<file path="src/pfc_pkg.sv">
// Shared constants, types and mode codes for the pixel format converter.
package pfc_pkg;

    localparam int MAX_WIDTH     = 4096;
    localparam int MAX_HEIGHT    = 4096;
    localparam int VGA_WIDTH     = 640;
    localparam int VGA_HEIGHT    = 480;
    localparam int VGA_ROW_BYTES = (VGA_WIDTH + 7) / 8;

    localparam int COL_W  = $clog2((MAX_WIDTH > VGA_WIDTH) ? MAX_WIDTH : VGA_WIDTH);
    localparam int ROW_W  = $clog2((MAX_HEIGHT > VGA_HEIGHT) ? MAX_HEIGHT : VGA_HEIGHT);
    localparam int WDIM_W = COL_W + 1;
    localparam int HDIM_W = ROW_W + 1;

    localparam int ADDR_W     = 26;
    localparam int WORD_W     = 32;
    localparam int INDEX_W    = 8;
    localparam int COUNT_W    = 3;
    localparam int MASK_W     = 4;
    localparam int MODE_W     = 3;
    localparam int DIM_REG_W  = 13;
    localparam int STRIDE_W   = 15;
    localparam int CFG_IDX_W  = 2;
    localparam int CFG_DATA_W = 15;
    localparam int PLANES     = 4;
    localparam int PLANE_W    = $clog2(PLANES);

    localparam int QUEUE_DEPTH = 4;
    localparam int QPTR_W      = $clog2(QUEUE_DEPTH);
    localparam int QCNT_W      = QPTR_W + 1;

    localparam logic [CFG_IDX_W-1:0] REG_COLOR_MODE   = 2'd0;
    localparam logic [CFG_IDX_W-1:0] REG_FRAME_WIDTH  = 2'd1;
    localparam logic [CFG_IDX_W-1:0] REG_FRAME_HEIGHT = 2'd2;
    localparam logic [CFG_IDX_W-1:0] REG_ROW_STRIDE   = 2'd3;

    localparam logic [DIM_REG_W-1:0] FRAME_WIDTH_RESET  = 13'd640;
    localparam logic [DIM_REG_W-1:0] FRAME_HEIGHT_RESET = 13'd480;
    localparam logic [STRIDE_W-1:0]  ROW_STRIDE_RESET   = 15'd2560;

    typedef enum logic [MODE_W-1:0] {
        MODE_VGA    = 3'd0,
        MODE_BYTE   = 3'd1,
        MODE_RGB15  = 3'd2,
        MODE_RGB16  = 3'd3,
        MODE_RGB24  = 3'd4,
        MODE_BGR24  = 3'd5,
        MODE_RGBX32 = 3'd6,
        MODE_BGRX32 = 3'd7
    } color_mode_t;

    // One queued write job: a single pixel write, or a VGA group of four plane bytes.
    typedef struct packed {
        logic               planar;
        logic [WORD_W-1:0]  word;
        logic [COUNT_W-1:0] byte_count;
        logic [ADDR_W-1:0]  addr;
        logic               frame_last;
    } pfc_job_t;

endpackage

</file>
<file path="src/pfc_front.sv">
// Front end: raster position tracking, VGA plane gathering and pixel packing into jobs.
module pfc_front
    import pfc_pkg::*;
(
    input  logic                  clk,
    input  logic                  rst_n,
    input  logic                  cfg_write_en,
    input  logic [CFG_IDX_W-1:0]  cfg_index,
    input  logic [CFG_DATA_W-1:0] cfg_data,
    input  logic                  accept,
    input  logic [INDEX_W-1:0]    pixel_index,
    output logic                  job_valid,
    output pfc_job_t              job
);

    color_mode_t                 color_mode_reg;
    logic [DIM_REG_W-1:0]        frame_width_reg;
    logic [DIM_REG_W-1:0]        frame_height_reg;
    logic [STRIDE_W-1:0]         row_stride_reg;

    logic [COL_W-1:0]            col_reg, col_next;
    logic [ROW_W-1:0]            row_reg, row_next;
    logic [ADDR_W-1:0]           base_reg, base_next;
    logic [PLANES-1:0][7:0]      gather_reg, gather_next;
    logic [2:0]                  fill_reg, fill_next;

    logic [WDIM_W-1:0]           width;
    logic [HDIM_W-1:0]           height;
    logic [STRIDE_W-1:0]         step;
    logic                        end_col;
    logic                        end_row;
    logic [PLANES-1:0][7:0]      gather_set;
    logic [7:0]                  pos_bit;
    logic                        vga_emit;
    logic [7:0]                  grey;
    logic [4:0]                  g5;
    logic [5:0]                  g6;
    logic [ADDR_W-1:0]           col_ext;
    logic [ADDR_W-1:0]           col_offset;
    logic [WORD_W-1:0]           word;
    logic [COUNT_W-1:0]          bpp;
    logic                        is_vga;

    assign is_vga = (color_mode_reg == MODE_VGA);

    always_comb
    begin
        if (is_vga)
        begin
            width  = WDIM_W'(VGA_WIDTH);
            height = HDIM_W'(VGA_HEIGHT);
            step   = STRIDE_W'(VGA_ROW_BYTES);
        end
        else
        begin
            if (frame_width_reg == '0)
                width = WDIM_W'(1);
            else if (32'(frame_width_reg) > MAX_WIDTH)
                width = WDIM_W'(MAX_WIDTH);
            else
                width = WDIM_W'(frame_width_reg);
            if (frame_height_reg == '0)
                height = HDIM_W'(1);
            else if (32'(frame_height_reg) > MAX_HEIGHT)
                height = HDIM_W'(MAX_HEIGHT);
            else
                height = HDIM_W'(frame_height_reg);
            step = row_stride_reg;
        end
    end

    assign end_col = (WDIM_W'(col_reg) + WDIM_W'(1)) >= width;
    assign end_row = (HDIM_W'(row_reg) + HDIM_W'(1)) >= height;

    // VGA gathering: first pixel of a group lands in bit 7
    assign pos_bit = 8'h80 >> fill_reg;

    always_comb
    begin
        for (int p = 0; p < PLANES; p++)
        begin
            gather_set[p] = gather_reg[p] | (pixel_index[p] ? pos_bit : 8'h00);
        end
    end

    assign vga_emit = (fill_reg == 3'd7) || end_col;

    // Grey g is g * 0x10 per color byte; out-of-range index gives black outside MODE_BYTE
    assign grey = (pixel_index < 8'd16) ? {pixel_index[3:0], 4'h0} : 8'h00;
    assign g5   = grey[7:3];
    assign g6   = grey[7:2];

    always_comb
    begin
        unique case (color_mode_reg)
            MODE_VGA:
            begin
                word = {gather_set[3], gather_set[2], gather_set[1], gather_set[0]};
                bpp  = 3'd1;
            end
            MODE_BYTE:
            begin
                word = {24'h0, pixel_index[3:0], 4'h0};
                bpp  = 3'd1;
            end
            MODE_RGB15:
            begin
                word = {17'h0, g5, g5, g5};
                bpp  = 3'd2;
            end
            MODE_RGB16:
            begin
                word = {16'h0, g5, g6, g5};
                bpp  = 3'd2;
            end
            MODE_RGB24, MODE_BGR24:
            begin
                word = {8'h0, grey, grey, grey};
                bpp  = 3'd3;
            end
            MODE_RGBX32, MODE_BGRX32:
            begin
                word = {8'h0, grey, grey, grey};
                bpp  = 3'd4;
            end
            default:
            begin
                word = '0;
                bpp  = 3'd1;
            end
        endcase
    end

    assign col_ext = ADDR_W'(col_reg);

    always_comb
    begin
        if (is_vga)
            col_offset = col_ext >> 3;
        else
        begin
            unique case (bpp)
                3'd2:    col_offset = col_ext << 1;
                3'd3:    col_offset = col_ext + (col_ext << 1);
                3'd4:    col_offset = col_ext << 2;
                default: col_offset = col_ext;
            endcase
        end
    end

    assign job.planar     = is_vga;
    assign job.word       = word;
    assign job.byte_count = bpp;
    assign job.addr       = base_reg + col_offset;
    assign job.frame_last = end_col && end_row;
    assign job_valid      = accept && (!is_vga || vga_emit);

    always_comb
    begin
        col_next    = col_reg;
        row_next    = row_reg;
        base_next   = base_reg;
        gather_next = gather_reg;
        fill_next   = fill_reg;
        if (cfg_write_en)
        begin
            col_next    = '0;
            row_next    = '0;
            base_next   = '0;
            gather_next = '0;
            fill_next   = '0;
        end
        else if (accept)
        begin
            if (is_vga)
            begin
                if (vga_emit)
                begin
                    gather_next = '0;
                    fill_next   = '0;
                end
                else
                begin
                    gather_next = gather_set;
                    fill_next   = fill_reg + 3'd1;
                end
            end
            if (end_col)
            begin
                col_next  = '0;
                fill_next = '0;
                if (end_row)
                begin
                    row_next  = '0;
                    base_next = '0;
                end
                else
                begin
                    row_next  = row_reg + ROW_W'(1);
                    base_next = base_reg + ADDR_W'(step);
                end
            end
            else
            begin
                col_next = col_reg + COL_W'(1);
            end
        end
    end

    always_ff @(posedge clk or negedge rst_n)
    begin
        if (!rst_n)
        begin
            color_mode_reg   <= MODE_VGA;
            frame_width_reg  <= FRAME_WIDTH_RESET;
            frame_height_reg <= FRAME_HEIGHT_RESET;
            row_stride_reg   <= ROW_STRIDE_RESET;
            col_reg          <= '0;
            row_reg          <= '0;
            base_reg         <= '0;
            gather_reg       <= '0;
            fill_reg         <= '0;
        end
        else
        begin
            if (cfg_write_en)
            begin
                unique case (cfg_index)
                    REG_COLOR_MODE:   color_mode_reg   <= color_mode_t'(cfg_data[MODE_W-1:0]);
                    REG_FRAME_WIDTH:  frame_width_reg  <= cfg_data[DIM_REG_W-1:0];
                    REG_FRAME_HEIGHT: frame_height_reg <= cfg_data[DIM_REG_W-1:0];
                    REG_ROW_STRIDE:   row_stride_reg   <= cfg_data[STRIDE_W-1:0];
                    default:          ;
                endcase
            end
            col_reg    <= col_next;
            row_reg    <= row_next;
            base_reg   <= base_next;
            gather_reg <= gather_next;
            fill_reg   <= fill_next;
        end
    end

endmodule

</file>
<file path="src/pfc_queue.sv">
// Job queue between front end and back end.
module pfc_queue
    import pfc_pkg::*;
(
    input  logic     clk,
    input  logic     rst_n,
    input  logic     wr_en,
    input  pfc_job_t wr_job,
    input  logic     rd_en,
    output pfc_job_t rd_job,
    output logic     full,
    output logic     empty
);

    pfc_job_t              mem [QUEUE_DEPTH];
    logic [QPTR_W-1:0]     wr_ptr_reg, wr_ptr_next;
    logic [QPTR_W-1:0]     rd_ptr_reg, rd_ptr_next;
    logic [QCNT_W-1:0]     count_reg, count_next;

    assign full   = (count_reg == QCNT_W'(QUEUE_DEPTH));
    assign empty  = (count_reg == '0);
    assign rd_job = mem[rd_ptr_reg];

    always_comb
    begin
        wr_ptr_next = wr_en ? wr_ptr_reg + QPTR_W'(1) : wr_ptr_reg;
        rd_ptr_next = rd_en ? rd_ptr_reg + QPTR_W'(1) : rd_ptr_reg;
        count_next  = count_reg + QCNT_W'(wr_en) - QCNT_W'(rd_en);
    end

    always_ff @(posedge clk)
    begin
        if (wr_en)
            mem[wr_ptr_reg] <= wr_job;
    end

    always_ff @(posedge clk or negedge rst_n)
    begin
        if (!rst_n)
        begin
            wr_ptr_reg <= '0;
            rd_ptr_reg <= '0;
            count_reg  <= '0;
        end
        else
        begin
            wr_ptr_reg <= wr_ptr_next;
            rd_ptr_reg <= rd_ptr_next;
            count_reg  <= count_next;
        end
    end

endmodule

</file>
<file path="src/pfc_back.sv">
// Back end: expands jobs into framebuffer writes and holds the result register.
module pfc_back
    import pfc_pkg::*;
(
    input  logic               clk,
    input  logic               rst_n,
    input  logic               job_avail,
    input  pfc_job_t           job,
    output logic               job_done,
    input  logic               pop,
    output logic               empty,
    output logic [WORD_W-1:0]  pixel_word,
    output logic [COUNT_W-1:0] byte_count,
    output logic [MASK_W-1:0]  plane_mask,
    output logic [ADDR_W-1:0]  byte_address,
    output logic               run_last,
    output logic               frame_last
);

    logic                 out_valid_reg, out_valid_next;
    logic [PLANE_W-1:0]   plane_reg, plane_next;
    logic [WORD_W-1:0]    word_reg;
    logic [COUNT_W-1:0]   count_reg;
    logic [MASK_W-1:0]    mask_reg;
    logic [ADDR_W-1:0]    addr_reg;
    logic                 run_last_reg;
    logic                 frame_last_reg;

    logic                 load;
    logic                 last_plane;
    logic                 job_last;
    logic [WORD_W-1:0]    word_sel;
    logic [COUNT_W-1:0]   count_sel;
    logic [MASK_W-1:0]    mask_sel;

    assign load       = (!out_valid_reg || pop) && job_avail;
    assign last_plane = (plane_reg == PLANE_W'(PLANES - 1));
    assign job_last   = !job.planar || last_plane;
    assign job_done   = load && job_last;

    always_comb
    begin
        if (job.planar)
        begin
            word_sel  = WORD_W'(job.word[8*plane_reg +: 8]);
            count_sel = 3'd1;
            mask_sel  = MASK_W'(1) << plane_reg;
        end
        else
        begin
            word_sel  = job.word;
            count_sel = job.byte_count;
            mask_sel  = '1;
        end
    end

    always_comb
    begin
        out_valid_next = out_valid_reg;
        plane_next     = plane_reg;
        if (!out_valid_reg || pop)
            out_valid_next = job_avail;
        if (load)
            plane_next = job_last ? '0 : plane_reg + PLANE_W'(1);
    end

    always_ff @(posedge clk or negedge rst_n)
    begin
        if (!rst_n)
        begin
            out_valid_reg <= 1'b0;
            plane_reg     <= '0;
        end
        else
        begin
            out_valid_reg <= out_valid_next;
            plane_reg     <= plane_next;
        end
    end

    always_ff @(posedge clk)
    begin
        if (load)
        begin
            word_reg       <= word_sel;
            count_reg      <= count_sel;
            mask_reg       <= mask_sel;
            addr_reg       <= job.addr;
            run_last_reg   <= job_last;
            frame_last_reg <= job.frame_last;
        end
    end

    assign empty        = !out_valid_reg;
    assign pixel_word   = word_reg;
    assign byte_count   = count_reg;
    assign plane_mask   = mask_reg;
    assign byte_address = addr_reg;
    assign run_last     = run_last_reg;
    assign frame_last   = frame_last_reg;

endmodule

</file>
<file path="src/pixel_format_converter.sv">
// Pixel format converter: grey-level pixel stream in, framebuffer write transactions out.
//
// Accepts one pixel per clock while full is low. The front end tracks column, row and
// row base and packs each pixel into a write job; in VGA planar mode it gathers eight
// pixels into four plane bytes and queues one job per group. A four-entry job queue
// separates it from the back end, which issues one write transaction per clock from its
// output register while pop is high and jobs are queued: one write per pixel in the
// packed modes, four one-byte plane writes per group of eight pixels in VGA mode. A
// pixel's first write passes the job queue and the output register before it is visible.
// Any configuration write restarts the frame; configure only while the block is drained.
module pixel_format_converter
    import pfc_pkg::*;
(
    input  logic                  clk,
    input  logic                  rst_n,
    input  logic                  cfg_write_en,
    input  logic [CFG_IDX_W-1:0]  cfg_index,
    input  logic [CFG_DATA_W-1:0] cfg_data,
    input  logic                  push,
    output logic                  full,
    input  logic [INDEX_W-1:0]    pixel_index,
    output logic                  empty,
    input  logic                  pop,
    output logic [WORD_W-1:0]     pixel_word,
    output logic [COUNT_W-1:0]    byte_count,
    output logic [MASK_W-1:0]     plane_mask,
    output logic [ADDR_W-1:0]     byte_address,
    output logic                  run_last,
    output logic                  frame_last
);

    logic     accept;
    logic     job_valid;
    pfc_job_t front_job;
    pfc_job_t head_job;
    logic     queue_empty;
    logic     job_done;

    assign accept = push && !full;

    pfc_front u_front (
        .clk          (clk),
        .rst_n        (rst_n),
        .cfg_write_en (cfg_write_en),
        .cfg_index    (cfg_index),
        .cfg_data     (cfg_data),
        .accept       (accept),
        .pixel_index  (pixel_index),
        .job_valid    (job_valid),
        .job          (front_job)
    );

    pfc_queue u_queue (
        .clk    (clk),
        .rst_n  (rst_n),
        .wr_en  (job_valid),
        .wr_job (front_job),
        .rd_en  (job_done),
        .rd_job (head_job),
        .full   (full),
        .empty  (queue_empty)
    );

    pfc_back u_back (
        .clk          (clk),
        .rst_n        (rst_n),
        .job_avail    (!queue_empty),
        .job          (head_job),
        .job_done     (job_done),
        .pop          (pop),
        .empty        (empty),
        .pixel_word   (pixel_word),
        .byte_count   (byte_count),
        .plane_mask   (plane_mask),
        .byte_address (byte_address),
        .run_last     (run_last),
        .frame_last   (frame_last)
    );

endmodule
</file>
<file path="config.mk">
export PLATFORM = sky130hd
export DESIGN_NAME = pixel_format_converter
export DESIGN_NICKNAME = d
export VERILOG_FILES = /design/src/pfc_pkg.sv /design/src/pfc_front.sv /design/src/pfc_queue.sv /design/src/pfc_back.sv /design/src/pixel_format_converter.sv
export SDC_FILE = /design/constraint.sdc
export NUM_CORES = 1
export LEC_CHECK = 0
export BUFFER_PORTS_ARGS = -buffer_cell sky130_fd_sc_hd__buf_2
export CORE_MARGIN = 3
export CORE_UTILIZATION = 50
export CTS_BUF_LIST = sky130_fd_sc_hd__clkbuf_16
export CTS_CLUSTER_SIZE = 10
export DETAILED_ROUTE_END_ITERATION = 8
export GPL_TIMING_DRIVEN = 0
export PLACE_DENSITY = 0.75
export SLEW_MARGIN = 25
export SYNTH_ARGS = -nofsm -noshare
export SYNTH_HDL_FRONTEND = slang
export SYNTH_SLANG_ARGS = --single-unit
</file>
<file path="constraint.sdc">
create_clock -name clk -period 5.7 [get_ports clk]
set_clock_uncertainty 0.05 [all_clocks]
set_input_delay 1.425 -clock clk [delete_from_list [all_inputs] [get_ports clk]]
set_output_delay 1.425 -clock clk [all_outputs]
set_load 0.1 [all_outputs]
</file>
==> results of run 1 <==
## cells by family (layout without fill, tap and decap cells)
kind of cell	after synthesis	count (layout)	share of synthesized area, %
compound gates	333	333	10.2
simple gates	388	388	8.60
fa+ha+maj	89	89	5.28
buf+inv	133	334	2.48
xor+xnor	70	70	2.83
flops	458	458	60.4
mux	128	128	10.2
## critical path: cells and delay by family, from the launching register on
family | cells | cell delay, ps
simple gates | 4 | 1220
flops | 1 | 360
compound gates | 5 | 1160
fa+ha+maj | 1 | 330
buf+inv | 5 | 1800
## cell type report
class                           instances  area, µm²  share of cell area, %
Buffer                                 83        350                   1.42
Clock buffer                           53       1330                   5.38
Clock inverter                         45        211                  0.858
Inverter                               50        188                  0.762
Multi-Input combinational cell       1008       8070                   32.7
Sequential cell                       458      13100                   53.0
Tap cell                              577        722                   2.93
Timing Repair Buffer                  103        706                   2.86
## through the flow
step | hold slack, ps | setup WS, ps | util [%] | instances | cell area, µm²
finish | 444 | 391 | 58.2 | 2377 | 24600
floorplan | 414 | 787 | - | 1599 | 21600
CTS | 450 | 149 | 58.2 | 2377 | 24600
global route | 472 | 29.0 | 58.2 | 2377 | 24600
detailed placement | 438 | 191 | 54.6 | 2279 | 23100
global placement | 432 | -1580 | 54.0 | 2271 | 22800
## final timing paths
check	slack, ps	to
max	390	u_queue.mem[0][20]
min	440	u_front.row_stride_reg[0]
max reg2reg	390	u_queue.mem[0][20]
min reg2reg	440	u_front.row_stride_reg[0]
max in group asynchronous	4050	u_back.plane_reg[1]
min in group asynchronous	740	u_front.row_reg[3]
## power groups by stage
| stage | clock network [µW] | registers [µW] | logic [µW] |
|---|---|---|---|
| after floorplan | 0 | 6520 | 2330 |
| after global placement | 0 | 4880 | 4980 |
| after detailed placement | 0 | 4860 | 5170 |
| after CTS | 3020 | 4810 | 5210 |
| after global routing | 3160 | 4880 | 5530 |
| final | 2970 | 4810 | 5190 |
## layer usage
metal	up-vias	track usage, %	part of all wire, %	routed length [µm]
met1	6943	31.3	44	22100
li1	6376	-	-	-
met4	0	7.19	3.0	1530
met3	113	3.77	7.1	3570
met5	-	0	0	0
met2	615	34.7	46	23200
## cells in the final DEF, fill, tap and decap left out, types with 6 or more instances in the layout
cell,synthesis,routed
and3_1,16,16
a31oi_1,17,17
o211ai_1,9,9
mux4_2,69,69
nor2b_1,49,49
a21oi_1,84,83
and2_1,12,8
o21a_1,7,7
nor2_1,103,103
ha_1,85,85
o21ai_0,69,69
buf_2,17,111
edfxtp_1,319,319
mux2_2,48,48
a22o_1,21,21
nor3_1,7,7
clkbuf_1,48,48
dfrtp_1,131,131
a21o_1,17,17
xor2_1,28,28
buf_1,13,12
mux2i_1,11,11
nand2b_1,11,11
a41oi_1,17,17
a211oi_1,21,20
clkbuf_16,0,53
nand3_1,28,28
inv_1,48,85
xnor2_1,42,42
buf_16,0,8
nand2_1,121,121
dfstp_2,8,8
o21ai_1,6,6
o31ai_1,16,16
nand4_1,7,7
nor4_1,7,7
==> flow_summary.ini, run 1 <==
[timing]
max_slew_margin_pct = 32.5
hold_viol = 0
tightest_slew_ps = 1010
fin_crit_sh_pct = 93.1
setup_violations = 0
maxSlewViolCount = 0
fin_crit_ps = 5310
rsz0062_at_grt = false
fmax_ghz = 0.188
setup_tns_ps = 0

[cells_and_area]
area_delta_synth_final_pct = 13.8
fillers = 3217
drive_gt1_share_pct = 18.8
diodes = 0
final_nets = 1876
largest_reg_flops = 252

[logic_synthesis]
yosysTopAreaCell = edfxtp_1
yosysUniqueCellTypes = 75
async_flop_share_pct = 30.3
syn_area_um2 = 21600
synth.most_common_cell = edfxtp_1
synth.yosys.seq_area_share_pct = 60.4
yosys.area.top_type_share_pct = 44.3
synthTopCellsByCount = 319 x edfxtp_1, 131 x dfrtp_1, 121 x nand2_1, 103 x nor2_1, 85 x ha_1
synth_edf_count = 319
synthTopCellsByArea = edfxtp_1 44%, dfrtp_1 15%, mux4_2 7.2%
syn_avg_cell_area_um2 = 13.5
ys.flop_type = edfxtp_1
syn_nets = 1718
syn_inst = 1599
synth-seq-cells = 458
yosys_warnings = 0

[worst_setup_path]
worst_setup_path_end_kind = flip-flop
cp_data_required_time_ps = 5920
worstPathMaxFanout = 40
crit_start = u_front.color_mode_reg[2]
critPathKind = reg -> reg
path_cells = clkbuf_1 > nor2_1 > nand2_1 > inv_2 > clkbuf_1 > clkbuf_2 > a21oi_1 > ha_1 > and4_1 > a221o_1 > a311oi_2 > a21oi_2 > o31a_1 > and2_4 > buf_16
cp.arrival_ps = 5530
critPathMostFrequentCell = clkbuf_1
slowest_delay_ps = 620
r2r_start = u_front.color_mode_reg[2]
reg2reg_depth = 15
cp_slowest_cell = clkbuf_1
crit_path_start_kind = flip-flop

[power_and_ir_drop]
seq_power_share_pct = 37.1
p_sw_uw = 5310
p_per_area_nw_per_um2 = 526
swShare_pct = 40.9
fin_total_pwr_uw = 13000
pwr-share-comb_pct = 40.0
clockPowerShare_pct = 22.9
p_leak_uw = 0.00980
vdd_drop_max_mv = 0.392
intPower_uw = 7660

[cts]
insertion_delay_ps = 600
cts_buffers = 53
htree_levels = 2
cts_setup_buffers = 0
clock-sinks = 458
cts-root-buf = clkbuf_16
cts_hold_buffers = 0
cts_tree = yes
clk_pin_slew_ps = 60
cts.path.max_buffers = 3
ctsResizeCount = 0

[flow_run]
drv_cap = 0

[global_route]
antenna_found_initial = 0
grt_overflow = 0
grt.total_usage_pct = 21.9
grt_pass1_vias = 14100
grt_pass1_wl_um = 79900
grt_max_degree = 75

[placement]
hpwlAfterDp_um = 34400
port_buffers = 95
finalWeightedCongestion = 0.917

[hold_path]
min_from = u_front.row_stride_reg[0]
worstHoldPathCells = 1
holdCritPathClass = reg -> reg

[die]
die_h_um = 214
die-area_um2 = 45800
initial_core_util_pct = 51.1
ios = 99
core-area_um2 = 42300
dieWidth_um = 214
num_rows = 75

[route]
wl_per_cell_um = 21.2
drc_errors = 0
via_count = 14000
routed_via_density = 5.91
wl_um = 50400
drt_iter0_drc = 1201
final_antenna_net_count = 0
first_pass_iters = 5

[outcome]
status = completed
(Power assumes the default switching activity.)
==> run 2, diff against run 1 <==
--- a/config.mk
+++ b/config.mk
@@ -5,14 +5,16 @@
 export SDC_FILE = /design/constraint.sdc
 export NUM_CORES = 1
 export LEC_CHECK = 0
+export ABC_AREA = 1
 export BUFFER_PORTS_ARGS = -buffer_cell sky130_fd_sc_hd__buf_2
+export CAP_MARGIN = 5
 export CORE_MARGIN = 3
 export CORE_UTILIZATION = 50
 export CTS_BUF_LIST = sky130_fd_sc_hd__clkbuf_16
 export CTS_CLUSTER_SIZE = 10
 export DETAILED_ROUTE_END_ITERATION = 8
 export GPL_TIMING_DRIVEN = 0
-export PLACE_DENSITY = 0.75
+export PLACE_DENSITY = 0.74
 export SLEW_MARGIN = 25
 export SYNTH_ARGS = -nofsm -noshare
 export SYNTH_HDL_FRONTEND = slang
==> run 2 against run 1 <==
  * Routed wire length grew 18%
  * Combinational power grew 17%
  * Cell area grew 6.0%
  * Maximum frequency grew 16%
  * Die area grew 5.6%
  * Critical path depth grew 4
  * Clock power is essentially flat
  * Sequential share of layout area shrank 3.0 points
  * Largest power group unchanged
==> flow_summary.ini, run 2 <==
[outcome]
status = completed

[global_route]
antenna_found_initial = 0
grt.total_usage_pct = 24.7
grt_max_degree = 84
grt_pass1_wl_um = 93400
grt_pass1_vias = 17600
grt_overflow = 0

[worst_setup_path]
worst_setup_path_end_kind = flip-flop
critPathBufInv = 6
cp_data_required_time_ps = 5940
crit_family = simple AND/OR/NAND/NOR gates
critPathMostFrequentCell = nand2_1
critPathKind = reg -> reg
crit_path_start_kind = flip-flop
cp.arrival_ps = 4820
worstPathMaxFanout = 20
slowest_delay_ps = 610
path_cells = nor2_4 > inv_2 > nor2_8 > inv_2 > buf_2 > buf_2 > nand2_1 > ha_1 > nand2_1 > nor2_2 > and3_1 > nand2_2 > nand2_4 > nor2_8 > nand2_1 > nand2_2 > nor2_4 > buf_16 > buf_16
cp_slowest_cell = nor2_4

[cells_and_area]
area_delta_synth_final_pct = 14.0
layout_commonest_cell = nand2_1
seqCellArea_um2 = 13100
diodes = 0
fin_util_pct = 58.4
drive_gt1_share_pct = 11.4
final_nets = 2692
layout_common_cells = 592 x nand2_1, 319 x edfxtp_1, 276 x inv_1
fillers = 3726
multi_input_area_um2 = 8520
largest_reg_flops = 252

[cts]
clk_pin_slew_ps = 60
cts_tree = yes
cts_hold_buffers = 0
cts_setup_buffers = 0
cts.path.max_buffers = 3
cts-root-buf = clkbuf_16
insertion_delay_ps = 610
cts_buffers = 53
ctsResizeCount = 0
clock-sinks = 458
htree_levels = 2

[timing]
fin_crit_ps = 4570
rsz0062_at_grt = false
setup_violations = 0
tightest_slew_ps = 716
fin_crit_sh_pct = 80.2
maxSlewViolCount = 0
max_slew_margin_pct = 52.2
worst_hold_slack_ps = 433
hold_viol = 0
fmax_ghz = 0.219

[route]
wl_per_cell_um = 18.5
routed_via_density = 5.55
wl_um = 59300
via_count = 17800
drt_iter0_drc = 1734
drc_errors = 0
first_pass_iters = 6
final_antenna_net_count = 0

[power_and_ir_drop]
p_per_area_nw_per_um2 = 536
p_leak_uw = 0.0115
vdd_drop_max_mv = 0.780

[hold_path]
holdCritPathClass = reg -> reg

[logic_synthesis]
synthTopCellsByCount = 592 x nand2_1, 319 x edfxtp_1, 257 x nor2_1, 240 x inv_1, 235 x o21ai_0
synth.most_common_cell = nand2_1
yosysTopAreaCell = edfxtp_1
synth_compound_area_share_pct = 11.1
syn_nets = 2524
synth-seq-cells = 458
yosysUniqueCellTypes = 57
synthSimpleGateAreaFrac_pct = 19.1
synth_fa_ha_area_share_pct = 5.00
synth_top_family_by_area = simple AND/OR/NAND/NOR gates
yosys_warnings = 0
synthTopCellsByArea = edfxtp_1 42%, dfrtp_1 14%, nand2_1 9.7%
synth_edf_count = 319
ys.flop_type = edfxtp_1
synth_xor_area_share_pct = 1.84
syn_area_um2 = 22900
synth.yosys.seq_area_share_pct = 57.1
syn_inst = 2405
syn_avg_cell_area_um2 = 9.52
synth_mux_area_share_pct = 0
async_flop_share_pct = 30.3
yosys.area.top_type_share_pct = 41.8

[placement]
hpwlAfterDp_um = 43200
finalWeightedCongestion = 0.954
port_buffers = 97

[die]
initial_core_util_pct = 51.2
core-area_um2 = 44700
ios = 99
num_rows = 77
die-area_um2 = 48400
dieWidth_um = 220
die_h_um = 220

[flow_run]
drv_cap = 0
## run 2: cell type report
class                           count  share of cell area, %
Buffer                             79                   1.51
Clock buffer                       53                   5.08
Clock inverter                     45                  0.796
Inverter                          252                   3.65
Multi-Input combinational cell   1616                   32.6
Sequential cell                   458                   50.1
Tap cell                          592                   2.84
Timing Repair Buffer              113                   3.43
## run 2: path summary, 6_finish.rpt
path | depth (start not counted) | to | startpoint | slack [ps]
worst min register to register | 2 | u_front.gather_reg[28] | u_front.gather_reg[28] | 430
max in group asynchronous | 2 | u_front.gather_reg[24] | rst_n | 4040
worst min-delay path | 2 | u_front.gather_reg[28] | u_front.gather_reg[28] | 430
worst max register to register | 19 | u_queue.mem[1][62] | u_front.color_mode_reg[2] | 1130
min in group asynchronous | 1 | u_front.row_reg[3] | rst_n | 710
worst max-delay path | 19 | u_queue.mem[1][62] | u_front.color_mode_reg[2] | 1130
## run 2: metal layers
layer	vias up	share of wire (%)	GRT usage [%]
met5	-	0	0
met4	0	3.3	9.36
met3	132	7.3	3.30
met2	741	47	41.5
met1	8469	42	32.7
li1	8469	-	-
## run 2: through the flow
step                      total power [µW]  setup TNS, ps  instance area, µm²  cells  worst slack [ps]
final                                14000              0               26100   3208              1130
after global routing                 14700              0               26100   3208               833
after CTS                            14000              0               26100   3208              1120
after detailed placement             11000              0               24600   3110              1140
after global placement               10700        -617930               24100   3094             -2490
after floorplan                       9370              0               22900   2405              83.4
## run 2: where the power goes
part           switching (µW)  leakage (µW)  internal [µW]
clock network            1310      0.000879           1680
logic                    4700       0.00580           1390
registers                 295       0.00485           4620
## run 2: logic make-up after synthesis
group,count (synthesis)
compound gates,441
xor+xnor,48
fa+ha+maj,89
buf+inv,331
flops,458
simple gates,1038
## run 2: worst reg2reg max path: cells and delay by family, from the launching register on
kind          cells  cell delay, ps
flops             1             490
buf+inv           6            1430
simple gates     12            2020
fa+ha+maj         1             310
